===== src/hdl/vcm_pkg.sv =====
// shared types and constants for the viridis colormap pipeline
// no dependencies
package vcm_pkg;

	localparam int NUM_CH    = 3;
	localparam int NUM_COEF  = 5;
	localparam int ACC_W     = 26;
	localparam int COEF_FRAC = 20;
	localparam int BYTE_W    = 8;

	localparam int CH_RED   = 0;
	localparam int CH_GREEN = 1;
	localparam int CH_BLUE  = 2;

	typedef logic signed [ACC_W-1:0] acc_t;
	typedef logic [BYTE_W-1:0]       byte_t;

	localparam byte_t BYTE_MAX = '1;

	// signed Q6.20 coefficients, highest power first
	localparam acc_t COEF [NUM_CH][NUM_COEF] = '{
		'{acc_t'(-4167246), acc_t'(10848384), acc_t'(-6870924), acc_t'(951307),
			acc_t'(279974)},
		'{acc_t'(-1430890), acc_t'(2704219), acc_t'(-2011936), acc_t'(1683672),
			acc_t'(5111)},
		'{acc_t'(904038), acc_t'(-994874), acc_t'(-1409409), acc_t'(1305756),
			acc_t'(345417)}
	};

endpackage


===== src/hdl/vcm_stage.sv =====
// one registered horner step for all three channels
// depends on vcm_pkg
module vcm_stage import vcm_pkg::*; #(
	parameter int FRAC_BITS = 16,
	parameter int STEP      = 1
) (
	input  logic               clk,
	input  logic               arst_n,
	input  logic               in_vld,
	input  logic [FRAC_BITS:0] in_x,
	input  acc_t               in_acc [NUM_CH],
	output logic               out_vld,
	output logic [FRAC_BITS:0] out_x,
	output acc_t               out_acc [NUM_CH]
);

	localparam int XW = FRAC_BITS + 1;
	localparam int PW = ACC_W + XW + 1;

	logic signed [PW-1:0] prod [NUM_CH];
	logic signed [PW-1:0] shf  [NUM_CH];
	acc_t                 nxt  [NUM_CH];

	always_comb begin
		for (int c = 0; c < NUM_CH; c++) begin
			prod[c] = PW'(in_acc[c]) * $signed({1'b0, in_x});
			shf[c]  = prod[c] >>> FRAC_BITS;
			nxt[c]  = acc_t'(shf[c]) + COEF[c][STEP];
		end
	end

	always_ff @(posedge clk or negedge arst_n) begin
		if (!arst_n) begin
			out_vld <= 1'b0;
		end else begin
			out_vld <= in_vld;
		end
	end

	always_ff @(posedge clk) begin
		out_x   <= in_x;
		out_acc <= nxt;
	end

endmodule


===== config.mk =====
export PLATFORM = sky130hd
export DESIGN_NAME = vcm_stage
export DESIGN_NICKNAME = d
export VERILOG_FILES = /design/src/hdl/vcm_pkg.sv /design/src/hdl/vcm_stage.sv
export SDC_FILE = /design/constraint.sdc
export NUM_CORES = 2
export LEC_CHECK = 0
export BUFFER_PORTS_ARGS = -buffer_cell sky130_fd_sc_hd__buf_2
export CORE_MARGIN = 1.5
export CORE_UTILIZATION = 30
export DETAILED_ROUTE_END_ITERATION = 7
export GPL_ROUTABILITY_DRIVEN = 0
export SYNTH_ARGS = -nofsm -noshare
export SYNTH_HDL_FRONTEND = slang
export SYNTH_SLANG_ARGS = --single-unit

===== constraint.sdc =====
create_clock -name clk -period 0.8 [get_ports clk]
set_input_delay 0.16 -clock clk [delete_from_list [all_inputs] [get_ports clk]]
set_output_delay 0.16 -clock clk [all_outputs]
set_load 0.02 [all_outputs]

; ---- After elaboration in Yosys (flattened, before gate mapping)
; Cells that the tools add are included.
[classes]
add_sub_neg = 3
n_mul = 3
[op_table]
columns = op, n
row1 = 26-bit by 18-bit multiplier with 42-bit output, 3
row2 = "26-bit by 21-bit adder with 26-bit output, second input constant", 1
row3 = "26-bit by 23-bit adder with 26-bit output, second input constant", 1
row4 = "26-bit by 25-bit adder with 26-bit output, second input constant", 1
[totals]
output_inout_bits = 96
inputBits = 98
reg_bits = 96
wordCells = 11

; ---- Depth between registers and ports, before layout
[logic_depth]
word_depth = 2
depth_mapped = 32
mapped_depth_nobuf = 30

; ---- Least setup slack after synthesis
; Ideal clock, no wire load.
[synth_timing]
kind = input port to flip-flop
start = in in_x[10]
end = reg out_acc[77] in the netlist's numbering
setup_time_ns = 0.122
required_time_ns = 0.678
setup_slack_ns = -6.148
path_stages = 31
arrival_ns = 6.826
path_buffers = 3
cell_sequence = clkbuf_1 clkbuf_1 clkbuf_1 nand2_1 fa_1 inv_1 fa_1 inv_1 fa_1 inv_1 fa_1 fa_1 inv_1 fa_1 inv_1 ha_1 and3_1 and2_1 o32ai_1 a31oi_1 xnor2_1 inv_1 ha_1 inv_1 a2111oi_4 o2111a_1 o221ai_2 a21oi_2 nor2_1 mux2i_1 a311o_1
[synth_lines]
columns = element, line_no
row1 = start: declaration, vcm_stage.sv:10  ; input logic [FRAC_BITS:0] in_x,
row2 = end signal: assignment, vcm_stage.sv:42  ; out_acc <= nxt;
row3 = end: declaration, vcm_stage.sv:14  ; output acc_t out_acc [NUM_CH]

==> metrics <==
placed insts 8,435; grt ovf 0; ys flop type dfxtp_1; largest net degree at the start of global routing 31; Synth cell types 99; vias per inst around 4.5; violated checks negative setup slack; clock slew at reported path FFs ~0.08 ns; CP Max Fanout 7; RSZ-0062 raised after global routing yes; CTS Sinks 96; CP Capture Type flop; # IOs between 150 and 200; status finished, violations left; total routed wirelength 143 mm; mean routed wirelength per cell 16.6 um; CTS tree built; minimum clock period 6.35 ns; non-filler cells, final 8,600; Rows 148; Placed Area roughly 60,000 um^2; final number of hold-violating endpoints 0; gr usage total about 17%; starting density of the core 30.3%; EDFF count, synth 0; most common cell after layout, fill and taps aside inv_1; first-pass GRT wire length between 200 and 250 mm; core area 163,000 um^2; vias in the first global route 42,700; H-tree depth 3; crit path DAT 6.69 ns; initial antenna violation count 14; slew margin rel. 69.9%; post-synth net total 7,192; CTS root buffer clkbuf_16; kind of critical path in -> reg; CP required 1.14 ns; DP HPWL about 120 mm; routed vias 39,100; nets approximately 8,100; synthesized cell area 49,500 um^2; Seq cells post-synth 96; Die Span Y 409 um; fraction of registers with async set/reset 1.04%; total CTS buffers 9; layout cells sized above 1 a little over a quarter; final setup violation count around 170; synth warn 0; final slew viol count 0; post-route ant nets 0; width of the die 409 um; post-route cell area about 65,000 um^2; CTS max path bufs 2; drt drc 0; crit start category input port; leading cell types in the layout, fill and taps excluded inv_1, fa_1, buf_4, nand2_1, and2_1; die area 167,000 um^2; worst slew pin tran 0.441 ns; Setup TNS Final -406.73 ns; worst hold path class in -> reg; Area Overhead vs Synth 30.3%; Buffers on Ports ~190; Max-Cap Viols 0; Fmax 157 MHz; first drt pass iteration count 5; DR iter-0 viols about 1,800; Post-Syn Instances 5,546; post-synthesis sequential area ratio 3.89%; period utilisation layout 794%; Hold WS between 0.07 and 0.08 ns; worst setup margin -5.55 ns; Avg Cell Area, Syn 8.93 um^2
==> metrics by stage <==
stage | util, % | setup WS, ns
2_1_floorplan | - | -5.65
3_3_place_gp | 36.4 | -6.15
3_5_place_dp | 36.4 | -6.29
4_1_cts | 38.1 | -5.49
5_1_grt | 39.5 | -5.80
6_report | 39.5 | -5.55
==> critical path: stages <==
cell and delay, ns:
buf_12 0.14, buf_16 0.17, buf_8 0.14, and2_4 0.14, fa_1 0.52, inv_1 0.05
fa_1 0.50, fa_2 0.46, fa_1 0.54, inv_1 0.05, fa_1 0.54, fa_2 0.48
ha_4 0.31, a21oi_4 0.07, or2_1 0.28, a21o_4 0.26, o211ai_1 0.17, buf_4 0.16
a41oi_4 0.16, buf_6 0.17, o21ai_4 0.17, nand3_4 0.09, o311ai_4 0.33, a31o_2 0.26
a21oi_2 0.06, nand2b_4 0.14, xor2_1 0.13
==> final timing paths <==
kind                          start          end  cells past startpoint
setup / recovery            in_x[6]  out_acc[49]                     27
hold / removal             in_x[12]    out_x[12]                      2
max in group asynchronous    arst_n      out_vld                      3
min in group asynchronous    arst_n      out_vld                      3
==> area by class of cell <==
cell class	count	area (um^2)
fill	16200	98800
multi-input combinational	3746	43800
timing repair buffer	1104	10100
inverter	1460	5480
tap	2175	2720
sequential	96	2040
clock buffer	10	239
clock inverter	5	63.8
antenna	4	10.0
==> timing repair <==
item | CTS | global route
setup buffers | 59 | 56
endpoints found under the setup margin | 174 | 174
hold buffers | 11 | 0
gates resized for setup | 336 | 515
pin swaps | 126 | 137
gates cloned | 18 | 8
endpoints found under the hold margin | 10 | 0
==> registers in the layout, summed over array words and instances, names as in the netlist <==
signal,flops
out_x,17
out_vld,1
out_acc,78
==> logic make-up after synthesis <==
family          synth area share [%]
compound gates                  5.52
xor+xnor                        2.86
fa+ha+maj                       58.1
buf+inv                         13.0
flops                           3.89
mux                            0.245
simple gates                    16.4
==> layer usage <==
layer  part of all wire, %  global-route usage, %
met5                 0.039                      0
met2                    50                   30.0
met4                   2.0                   3.74
met3                   5.3                   2.50
met1                    43                   22.5
==> Yosys cell counts, types with 5 or more instances <==
cell type,number,area share (%)
and2_1,640,8.1
a211oi_1,16,0.24
inv_1,1460,11
o21a_1,18,0.27
a31oi_1,13,0.16
a21o_1,44,0.67
nor3_1,27,0.27
nand2_1,790,6.0
a21oi_1,101,1.0
fa_1,1251,51
buf_2,11,0.11
o21ai_1,14,0.14
and4_1,11,0.19
nand4_1,12,0.15
o211a_1,6,0.12
xnor2_1,119,2.1
dfxtp_1,95,3.8
xor2_1,41,0.73
mux2i_1,11,0.22
o211ai_1,24,0.36
and3_1,16,0.20
o31ai_1,6,0.091
o21ai_0,49,0.50
nand2b_1,11,0.14
ha_1,297,7.5
clkbuf_1,229,1.7
nand3_1,26,0.26
or3_1,8,0.10
a21oi_2,5,0.088
a41oi_1,5,0.088
nor2_1,70,0.53
o21bai_1,7,0.11
Power is not shown: default switching activity piles up to over one toggle a cycle in this logic, so the estimate is an artifact.
