===== src/hdl/vcm_pkg.sv =====
// shared types and constants for the viridis colormap pipeline
// no dependencies
package vcm_pkg;

	localparam int NUM_CH    = 3;
	localparam int NUM_COEF  = 5;
	localparam int ACC_W     = 26;
	localparam int COEF_FRAC = 20;
	localparam int BYTE_W    = 8;

	localparam int CH_RED   = 0;
	localparam int CH_GREEN = 1;
	localparam int CH_BLUE  = 2;

	typedef logic signed [ACC_W-1:0] acc_t;
	typedef logic [BYTE_W-1:0]       byte_t;

	localparam byte_t BYTE_MAX = '1;

	// signed Q6.20 coefficients, highest power first
	localparam acc_t COEF [NUM_CH][NUM_COEF] = '{
		'{acc_t'(-4167246), acc_t'(10848384), acc_t'(-6870924), acc_t'(951307),
			acc_t'(279974)},
		'{acc_t'(-1430890), acc_t'(2704219), acc_t'(-2011936), acc_t'(1683672),
			acc_t'(5111)},
		'{acc_t'(904038), acc_t'(-994874), acc_t'(-1409409), acc_t'(1305756),
			acc_t'(345417)}
	};

endpackage


===== src/hdl/vcm_byte.sv =====
// scales each channel by 255, truncates and saturates to a byte
// depends on vcm_pkg
module vcm_byte import vcm_pkg::*; (
	input  logic  clk,
	input  logic  arst_n,
	input  logic  in_vld,
	input  acc_t  in_acc [NUM_CH],
	output logic  out_vld,
	output byte_t out_byte [NUM_CH]
);

	localparam int SW = ACC_W + BYTE_W;
	localparam int HW = SW - COEF_FRAC;

	logic signed [SW-1:0] s255 [NUM_CH];
	logic [HW-1:0]        hi   [NUM_CH];
	byte_t                nxt  [NUM_CH];

	always_comb begin
		for (int c = 0; c < NUM_CH; c++) begin
			s255[c] = (SW'(in_acc[c]) <<< BYTE_W) - SW'(in_acc[c]);
			hi[c]   = s255[c][SW-1:COEF_FRAC];
			if (in_acc[c] <= acc_t'(0)) begin
				nxt[c] = '0;
			end else if (hi[c] > HW'(BYTE_MAX)) begin
				nxt[c] = BYTE_MAX;
			end else begin
				nxt[c] = hi[c][BYTE_W-1:0];
			end
		end
	end

	always_ff @(posedge clk or negedge arst_n) begin
		if (!arst_n) begin
			out_vld <= 1'b0;
		end else begin
			out_vld <= in_vld;
		end
	end

	always_ff @(posedge clk) begin
		out_byte <= nxt;
	end

endmodule


===== config.mk =====
export PLATFORM = sky130hd
export DESIGN_NAME = vcm_byte
export DESIGN_NICKNAME = d
export VERILOG_FILES = /design/src/hdl/vcm_pkg.sv /design/src/hdl/vcm_byte.sv
export SDC_FILE = /design/constraint.sdc
export NUM_CORES = 1
export LEC_CHECK = 0
export ABC_AREA = 0
export BUFFER_PORTS_ARGS = -buffer_cell sky130_fd_sc_hd__buf_2
export CAP_MARGIN = 30
export CORE_UTILIZATION = 33
export CTS_CLUSTER_DIAMETER = 50
export DETAILED_ROUTE_END_ITERATION = 8
export PLACE_DENSITY = 0.62
export SYNTH_ARGS = -nofsm -noshare
export SYNTH_HDL_FRONTEND = slang
export SYNTH_SLANG_ARGS = --single-unit

===== constraint.sdc =====
create_clock -name clk -period 0.8 [get_ports clk]
set_input_delay 0.16 -clock clk [delete_from_list [all_inputs] [get_ports clk]]
set_output_delay 0.16 -clock clk [all_outputs]
set_load 0.005 [all_outputs]

Word level (Yosys, flattened, before mapping)
Index checks and enable logic that the tools add are counted.
{"block": "totals", "reg_bits": 25, "in_bits": 81, "output_inout_bits": 25, "wordCells": 16}
{"block": "op_classes", "add_sub_neg": 3, "n_lt_le_gt_ge": 6, "mux": 3}
{"op": "$sub A34 B26 Y34", "count": 3}
{"op": "$le A26 B1 Y1 const B", "count": 3}
{"op": "$gt A14 B8 Y1 const B", "count": 3}
{"op": "$mux W8", "count": 3}

Depth between registers and ports, before layout
Gate-level depths: netlist (run 1).
{"block": "logic_depth", "word_depth": 3, "ltp_mapped": 11, "mapped_depth_nobuf": 10}

Worst setup path before layout (run 1)
No wires, ideal clock.
{"block": "synth_path", "path_type": "input -> register", "from": "input port in_acc[25] (netlist bit)", "to": "register out_byte[0] (netlist bit)", "setup_time_ns": 0.141, "arrival_time_ns": 2.662, "required_time_ns": 0.659, "slack_ns": -2.003, "path_stages": 10, "path_buffers": 0, "path_cell_list": "inv_1 -> ha_1 -> a21o_1 -> a21o_1 -> a21oi_2 -> a21oi_1 -> or3_2 -> or4_4 -> nor4_4 -> a31oi_1"}
{"block": "synth_via", "elab_chain_cells": 3, "word_cells_on_any_way": 4, "classes_between": "add/sub: 1; order compare: 2; mux: 1"}
{"element": "start, declared", "line_no": "vcm_byte.sv:7", "text": "input acc_t in_acc [NUM_CH],"}
{"element": "$sub A34 B26 Y34", "line_no": "vcm_byte.sv:21", "text": "s255[c] = (SW'(in_acc[c]) <<< BYTE_W) - SW'(in_acc[c]);"}
{"element": "$gt A14 B8 Y1", "line_no": "vcm_byte.sv:25", "text": "end else if (hi[c] > HW'(BYTE_MAX)) begin"}
{"element": "$mux W8", "line_no": "vcm_byte.sv:25"}
{"element": "end signal, assigned", "line_no": "vcm_byte.sv:42", "text": "out_byte <= nxt;"}
{"element": "end, declared", "line_no": "vcm_byte.sv:9", "text": "output byte_t out_byte [NUM_CH]"}
Several ways; a longest one is shown, not always the timed one.
A chain may end at the register's enable or synchronous reset.

Final worst setup path (run 1)
Same ends and word-level chain as after synthesis.

==> impl_metrics.csv, run 1 <==
group,metric,value,unit
clock_tree,numCtsBuffers,3,
die,row_count,43,
power_and_ir_drop,p_seq_share,16.2,%
final_layout,fillCellCount,1229,
global_routing,grt_first_pass_wirelength,27.3,mm
route,first_pass_iters,5,
place,port_buffers,105,
clock_tree,path_clk_slew,0.07,ns
sta,post-route-period-util,310,%
final_layout,fin_util,61.2,%
global_routing,grt_usage,22.1,%
final_layout,final_net_count,1187,
route,route.detailed.drc,0,
power_and_ir_drop,peakVddDrop,0.000498,V
die,die_w,123,µm
sta,fin_tns_setup,-37.59,ns
place,gp_congestion,0.905,
sta,rsz0062_at_grt,"true",
power_and_ir_drop,power_density,980,mW/mm²
global_routing,grt_max_degree,15,
sta,final_hold_viol_count,0,
final_layout,syn_to_final_growth,78.6,%
sta,layout_min_cycle_time,2.48,ns
logic_synthesis,syn_area_per_cell,7.29,µm²
place,dp.final_hpwl,14.1,mm
clock_tree,htreeDepth,1,
final_layout,drive_gt1_share,52.3,%
clock_tree,clkSinkCount,25,
global_routing,grt-ovfl-total,0,
setup_path,start_kind,"primary input",
die,die_y,123,µm
job,drv_cap,0,
sta,fmax,403,MHz
logic_synthesis,yosysUniqueCellTypes,80,
hold_path,hold_path_class,"primary input to asynchronous set/reset pin",
clock_tree,cts_tree,"yes",
logic_synthesis,synthCells,660,
route,detail-route-antenna-nets,0,
power_and_ir_drop,clockPowerShare,13.5,%
logic_synthesis,ys_ff_latch,25,
route,wirelength,17.4,mm
logic_synthesis,synth-seq-area-share,10.5,%
logic_synthesis,synth-edff-count,0,
die,start_util,34.3,%
logic_synthesis,synth_ff_type,"dfxtp_1",
power_and_ir_drop,power.switching,3.29,mW
power_and_ir_drop,combPwrFrac,70.3,%
status,violations,"setup timing",
final_layout,num_antenna_cells,0,
sta,finalWorstSetupSlack,-1.68,ns
setup_path,criticalPathCategory,"primary input to register",
setup_path,end_kind,"register",
clock_tree,cts_root_buf,"clkbuf_16",
power_and_ir_drop,p_leak,4.15,nW
logic_synthesis,syn-num-nets,819,
route,wire_per_inst,14.4,µm
setup_path,cp.required,0.94,ns
die,ios,106,
status,status,"finished, violations left",
logic_synthesis,yosys_warnings,0,
route,drt-initial-drc-count,286,
sta,max_slew_margin,69.2,%
route,vias,6247,
route,vias_per_cell,5.18,
logic_synthesis,netlist_area,0.00481,mm²
logic_synthesis,async_flop_share,4.00,%
die,fp.coreArea,0.0140,mm²
clock_tree,cts_buffer_depth,2,
sta,worst_pin_slew,0.455,ns
power_and_ir_drop,swShare,39.1,%
setup_path,critPathMaxFanout,8,
global_routing,antenna_found_initial,0,
global_routing,grt_pass1_vias,6059,
sta,slew_viol_final,0,
sta,final-setup-viol-count,49,
setup_path,worstPathArrival,2.62,ns
power_and_ir_drop,p_int,5.13,mW
die,floorplan.die_area,0.0151,mm²
Yosys cell counts, drive strengths merged, types with 2 or more instances:
| cell type | n | area (µm²) |
|---|---|---|
| a221oi | 3 | 26.3 |
| or3 | 6 | 40.0 |
| a211o | 2 | 17.5 |
| nor3b | 2 | 15.0 |
| o211ai | 7 | 52.6 |
| and2 | 3 | 18.8 |
| and4 | 8 | 70.1 |
| nor4b | 3 | 32.5 |
| a41oi | 3 | 26.3 |
| a21oi | 80 | 415 |
| nand3 | 19 | 95.1 |
| nand3b | 2 | 15.0 |
| o21a | 8 | 60.1 |
| o31ai | 4 | 35.0 |
| xnor2 | 17 | 149 |
| a31oi | 19 | 119 |
| xor2 | 13 | 114 |
| a221o | 3 | 30.0 |
| nor3 | 12 | 60.1 |
| and3 | 8 | 53.8 |
| buf | 2 | 18.8 |
| nand2b | 6 | 37.5 |
| o221ai | 2 | 17.5 |
| a31o | 4 | 35.0 |
| inv | 70 | 263 |
| a21boi | 5 | 37.5 |
| a2111oi | 3 | 45.1 |
| nor2b | 4 | 25.0 |
| o21bai | 6 | 45.0 |
| nand2 | 53 | 201 |
| clkbuf | 10 | 37.5 |
| nand4 | 13 | 81.3 |
| a211oi | 5 | 42.5 |
| a21bo | 3 | 30.0 |
| nor2 | 39 | 146 |
| ha | 78 | 976 |
| o21ai | 36 | 184 |
| mux2i | 4 | 40.0 |
| o221a | 2 | 22.5 |
| o311ai | 3 | 26.3 |
| nor4 | 13 | 111 |
| or4 | 5 | 48.8 |
| dfxtp | 24 | 480 |
| a21o | 28 | 210 |
critical path, stage by stage:
cell,delay [ns]
buf_8,0.08
clkinvlp_4,0.13
buf_6,0.15
ha_4,0.21
a21o_1,0.17
a21o_1,0.18
a21oi_2,0.16
a21oi_1,0.08
or3_4,0.38
or4_4,0.53
nor4_4,0.13
buf_4,0.18
a31oi_1,0.08
registers in the layout (all words and copies together), names as in the netlist:
signal,cells
out_byte,24
out_vld,1
repair_timing:
item                                    CTS  global route
buffers inserted                         12             4
hold buffers                              2             0
resized for setup                        81            74
endpoints found under the hold margin     2             0
pin swaps                                28            26
endpoints found under the setup margin   49            49
metal layers:
metal	GRT usage, %	vias up	wire (µm)
li1	-	3220	-
met1	29.6	2880	8220
met4	3.51	0	195
met3	1.25	16	585
met5	0	-	0
met2	39.1	131	8440
cell type report:
cell class / count / area (µm²) / share of cell area [%]
Inverter: 70 / 274 / 3.19
Tap cell: 180 / 225 / 2.62
Clock buffer: 3 / 75.1 / 0.874
Sequential cell: 25 / 523 / 6.09
Multi-Input combinational cell: 553 / 4800 / 55.8
Clock inverter: 1 / 5.00 / 0.0582
Timing Repair Buffer: 375 / 2690 / 31.4
metrics by stage:
| step | hold WS, ns | instance area, µm² | std cells | total power, mW | setup WS [ns] |
|---|---|---|---|---|---|
| floorplan | -0.136 | 5000 | 660 | 4.08 | -1.91 |
| global placement | -0.0635 | 7590 | 1185 | 6.44 | -2.09 |
| detailed placement | -0.0629 | 7590 | 1185 | 6.48 | -2.14 |
| CTS | 0.187 | 8170 | 1203 | 8.02 | -1.66 |
| global route | 0.207 | 8590 | 1207 | 9.02 | -1.79 |
| finish | 0.195 | 8590 | 1207 | 8.42 | -1.68 |
cells by family after synthesis:
family          after synthesis  synth area share (%)
simple gates                197                  22.0
buf+inv                      82                  6.63
flops                        25                  10.5
mux                           5                  1.07
xor+xnor                     30                  5.46
compound gates              243                  34.0
fa+ha+maj                    78                  20.3
placed cells by master, fill, tap and decap left out, types with 23 or more instances in the layout:
master   netlist  final
ha_1          78     49
a21oi_2        1     33
inv_1         70     63
o21ai_0       31     23
ha_4           0     27
nand2_1       52     49
buf_2          0     92
a21o_1        28     28
nor2_1        39     38
buf_4          1    259
a21oi_1       78     42
worst max path at each step:
stage	start	endpoint	slack (ns)	cells after the start
detailed placement	in_acc[18]	out_byte[0]	-2.14	12
CTS	in_acc[25]	out_byte[0]	-1.66	13
finish	in_acc[25]	out_byte[0]	-1.68	13
global placement	in_acc[18]	out_byte[0]	-2.09	12
floorplan	in_acc[25]	out_byte[0]	-1.91	10
global route	in_acc[25]	out_byte[4]	-1.79	13
power by group through the flow:
| stage | logic (mW) | registers (mW) | clock network [mW] |
|---|---|---|---|
| final | 5.92 | 1.37 | 1.14 |
| after global routing | 6.45 | 1.37 | 1.20 |
| after CTS | 5.49 | 1.36 | 1.16 |
| after detailed placement | 5.10 | 1.38 | 0 |
| after global placement | 5.06 | 1.38 | 0 |
| after floorplan | 2.70 | 1.38 | 0 |
No activity file was read; power rests on OpenSTA's default activity.
==> run 2, diff against run 1 <==
--- a/config.mk
+++ b/config.mk
@@ -6,7 +6,7 @@
 export NUM_CORES = 1
 export LEC_CHECK = 0
 export ABC_AREA = 0
-export BUFFER_PORTS_ARGS = -buffer_cell sky130_fd_sc_hd__buf_2
+export BUFFER_PORTS_ARGS = -buffer_cell sky130_fd_sc_hd__buf_4
 export CAP_MARGIN = 30
 export CORE_UTILIZATION = 33
 export CTS_CLUSTER_DIAMETER = 50
==> run 2 against run 1 <==
The flow still finishes with violations (setup timing). Core utilization is 4.6 points higher. Critical path depth stayed put. Worst setup slack better by 0.024 ns. Critical endpoint unchanged.
==> impl_metrics.csv, run 2 (synthesis gave the netlist of run 1 again) <==
group,metric,value,unit
status,status,"finished, violations left",
status,violations,"setup timing",
die,floorplan.die_area,0.0151,mm²
place,gp_congestion,0.905,
global_routing,grt_max_degree,16,
sta,worst_pin_slew,0.433,ns
power_and_ir_drop,p_leak,4.32,nW
global_routing,grt_usage,23.5,%
power_and_ir_drop,power.switching,3.57,mW
route,vias_per_cell,5.33,
route,wirelength,19.0,mm
power_and_ir_drop,p_int,5.50,mW
setup_path,start_kind,"primary input",
sta,layout_min_cycle_time,2.46,ns
sta,final_hold_viol_count,0,
power_and_ir_drop,clockPowerShare,13.3,%
route,wire_per_inst,15.7,µm
route,vias,6473,
final_layout,syn_to_final_growth,92.1,%
final_layout,regArea,529,µm²
final_layout,final_common_cell,"buf_4",
setup_path,worstPathArrival,2.60,ns
sta,rsz0062_at_grt,"true",
job,drv_cap,0,
clock_tree,cts_buffer_depth,2,
route,drt-initial-drc-count,344,
clock_tree,numCtsBuffers,3,
clock_tree,clkSinkCount,25,
place,dp_worst_setup_slack,-2.20,ns
final_layout,drive_gt1_share,55.0,%
setup_path,criticalPathCategory,"primary input to register",
final_layout,fin_util,65.8,%
sta,slew_viol_final,0,
route,route.detailed.drc,0,
route,first_pass_iters,5,
sta,final-setup-viol-count,49,
place,dp.final_hpwl,14.4,mm
setup_path,end_kind,"register",
setup_path,cp.required,0.95,ns
die,ios,106,
die,die_y,123,µm
final_layout,final_net_count,1194,
sta,finalWorstSetupSlack,-1.66,ns
power_and_ir_drop,power_density,982,mW/mm²
global_routing,grt_pass1_vias,6314,
clock_tree,cts_tree,"yes",
global_routing,grt-ovfl-total,0,
sta,fmax,407,MHz
hold_path,hold_path_class,"primary input to asynchronous set/reset pin",
die,fp.coreArea,0.0140,mm²
place,port_buffers,105,
die,start_util,34.3,%
final_layout,regMostFlops,"out_byte",
final_layout,fillCellCount,1118,
final_layout,num_antenna_cells,0,
final_layout,multi_input_area,0.00501,mm²
clock_tree,htreeDepth,1,
route,detail-route-antenna-nets,0,
sta,post-route-period-util,307,%
sta,max_slew_margin,70.7,%
final_layout,top_regs,"out_byte x24, out_vld x1",
final_layout,largest_reg_flops,24,
power_and_ir_drop,peakVddDrop,0.000900,V
clock_tree,cts_root_buf,"clkbuf_16",
power_and_ir_drop,combPwrFrac,71.5,%
final_layout,mostFrequentLayoutCells,"buf_4, inv_1, nand2_1, a21oi_1, buf_6",
global_routing,antenna_found_initial,0,
setup_path,critPathMaxFanout,8,
clock_tree,path_clk_slew,0.07,ns
setup_path,crit_start,"in_acc[12]",
power_and_ir_drop,swShare,39.4,%
die,row_count,43,
die,die_w,123,µm
power_and_ir_drop,p_seq_share,15.1,%
global_routing,grt_first_pass_wirelength,28.9,mm
==> run 2: cell count changes in the layout (fill, tap and decap cells not counted), moves of 4 or more <==
cell	before	now
inv_1	63	58
ha_1	49	40
ha_4	27	35
dfxtp_2	14	19
inv_4	0	4
dfxtp_1	10	5
buf_6	19	41
buf_2	92	0
buf_4	259	331
==> run 2: through the flow <==
step | setup TNS, ns | power (mW) | std cells | hold slack, ns | instance area [µm²]
3_5_place_dp | -47.90 | 6.67 | 1183 | -0.0626 | 7860
4_1_cts | -37.13 | 8.40 | 1203 | 0.196 | 8610
6_report | -37.69 | 9.07 | 1214 | 0.212 | 9240
5_1_grt | -40.27 | 9.69 | 1214 | 0.201 | 9240
2_1_floorplan | -40.11 | 4.08 | 660 | -0.136 | 5000
3_3_place_gp | -46.54 | 6.63 | 1183 | -0.0626 | 7860
==> run 2: critical path: stages <==
cell and delay, ns:
buf_4 0.11, inv_1 0.07, ha_4 0.18, a21oi_4 0.16, buf_6 0.13, nand3_2 0.07
o211a_1 0.26, a221o_1 0.36, o2bb2ai_1 0.14, or4_4 0.54, nor4_4 0.16, buf_6 0.17
a31oi_1 0.08
==> run 2: power groups by stage <==
| stage | sequential (mW) | clock [mW] | combinational, mW |
|---|---|---|---|
| floorplan | 1.38 | 0 | 2.70 |
| global placement | 1.38 | 0 | 5.25 |
| detailed placement | 1.38 | 0 | 5.29 |
| CTS | 1.37 | 1.24 | 5.79 |
| global route | 1.38 | 1.31 | 7.00 |
| finish | 1.37 | 1.21 | 6.49 |
==> run 2: worst paths after layout <==
check | to | slack (ns) | depth (start not counted)
worst max-delay path | out_byte[0] | -1.66 | 13
min in group clk | out_byte[2] | 0.30 | 3
worst min-delay path | out_vld | 0.21 | 2
max in group asynchronous | out_vld | 0.51 | 2
==> run 2: timing repair <==
| item | 4_1_cts | 5_1_grt |
|---|---|---|
| hold buffers | 2 | 0 |
| buffers inserted | 14 | 11 |
| pin swaps | 35 | 48 |
| endpoints found under the hold margin | 2 | 0 |
| setup endpoints to repair | 49 | 49 |
| gates resized for setup | 112 | 103 |
==> run 2: area by class of cell <==
cell class	count	area share, %
Multi-Input combinational cell	553	54.2
Timing Repair Buffer	382	33.7
Sequential cell	25	5.73
Inverter	70	3.07
Tap cell	180	2.44
Clock buffer	3	0.813
Clock inverter	1	0.0813
==> run 2: metal layers <==
layer / GRT usage, % / up-vias / wire, µm
met5: 0 / - / 0
met3: 1.81 / 21 / 782
met1: 30.4 / 3057 / 8640
li1: - / 3231 / -
met2: 42.5 / 164 / 9370
met4: 4.12 / 0 / 222
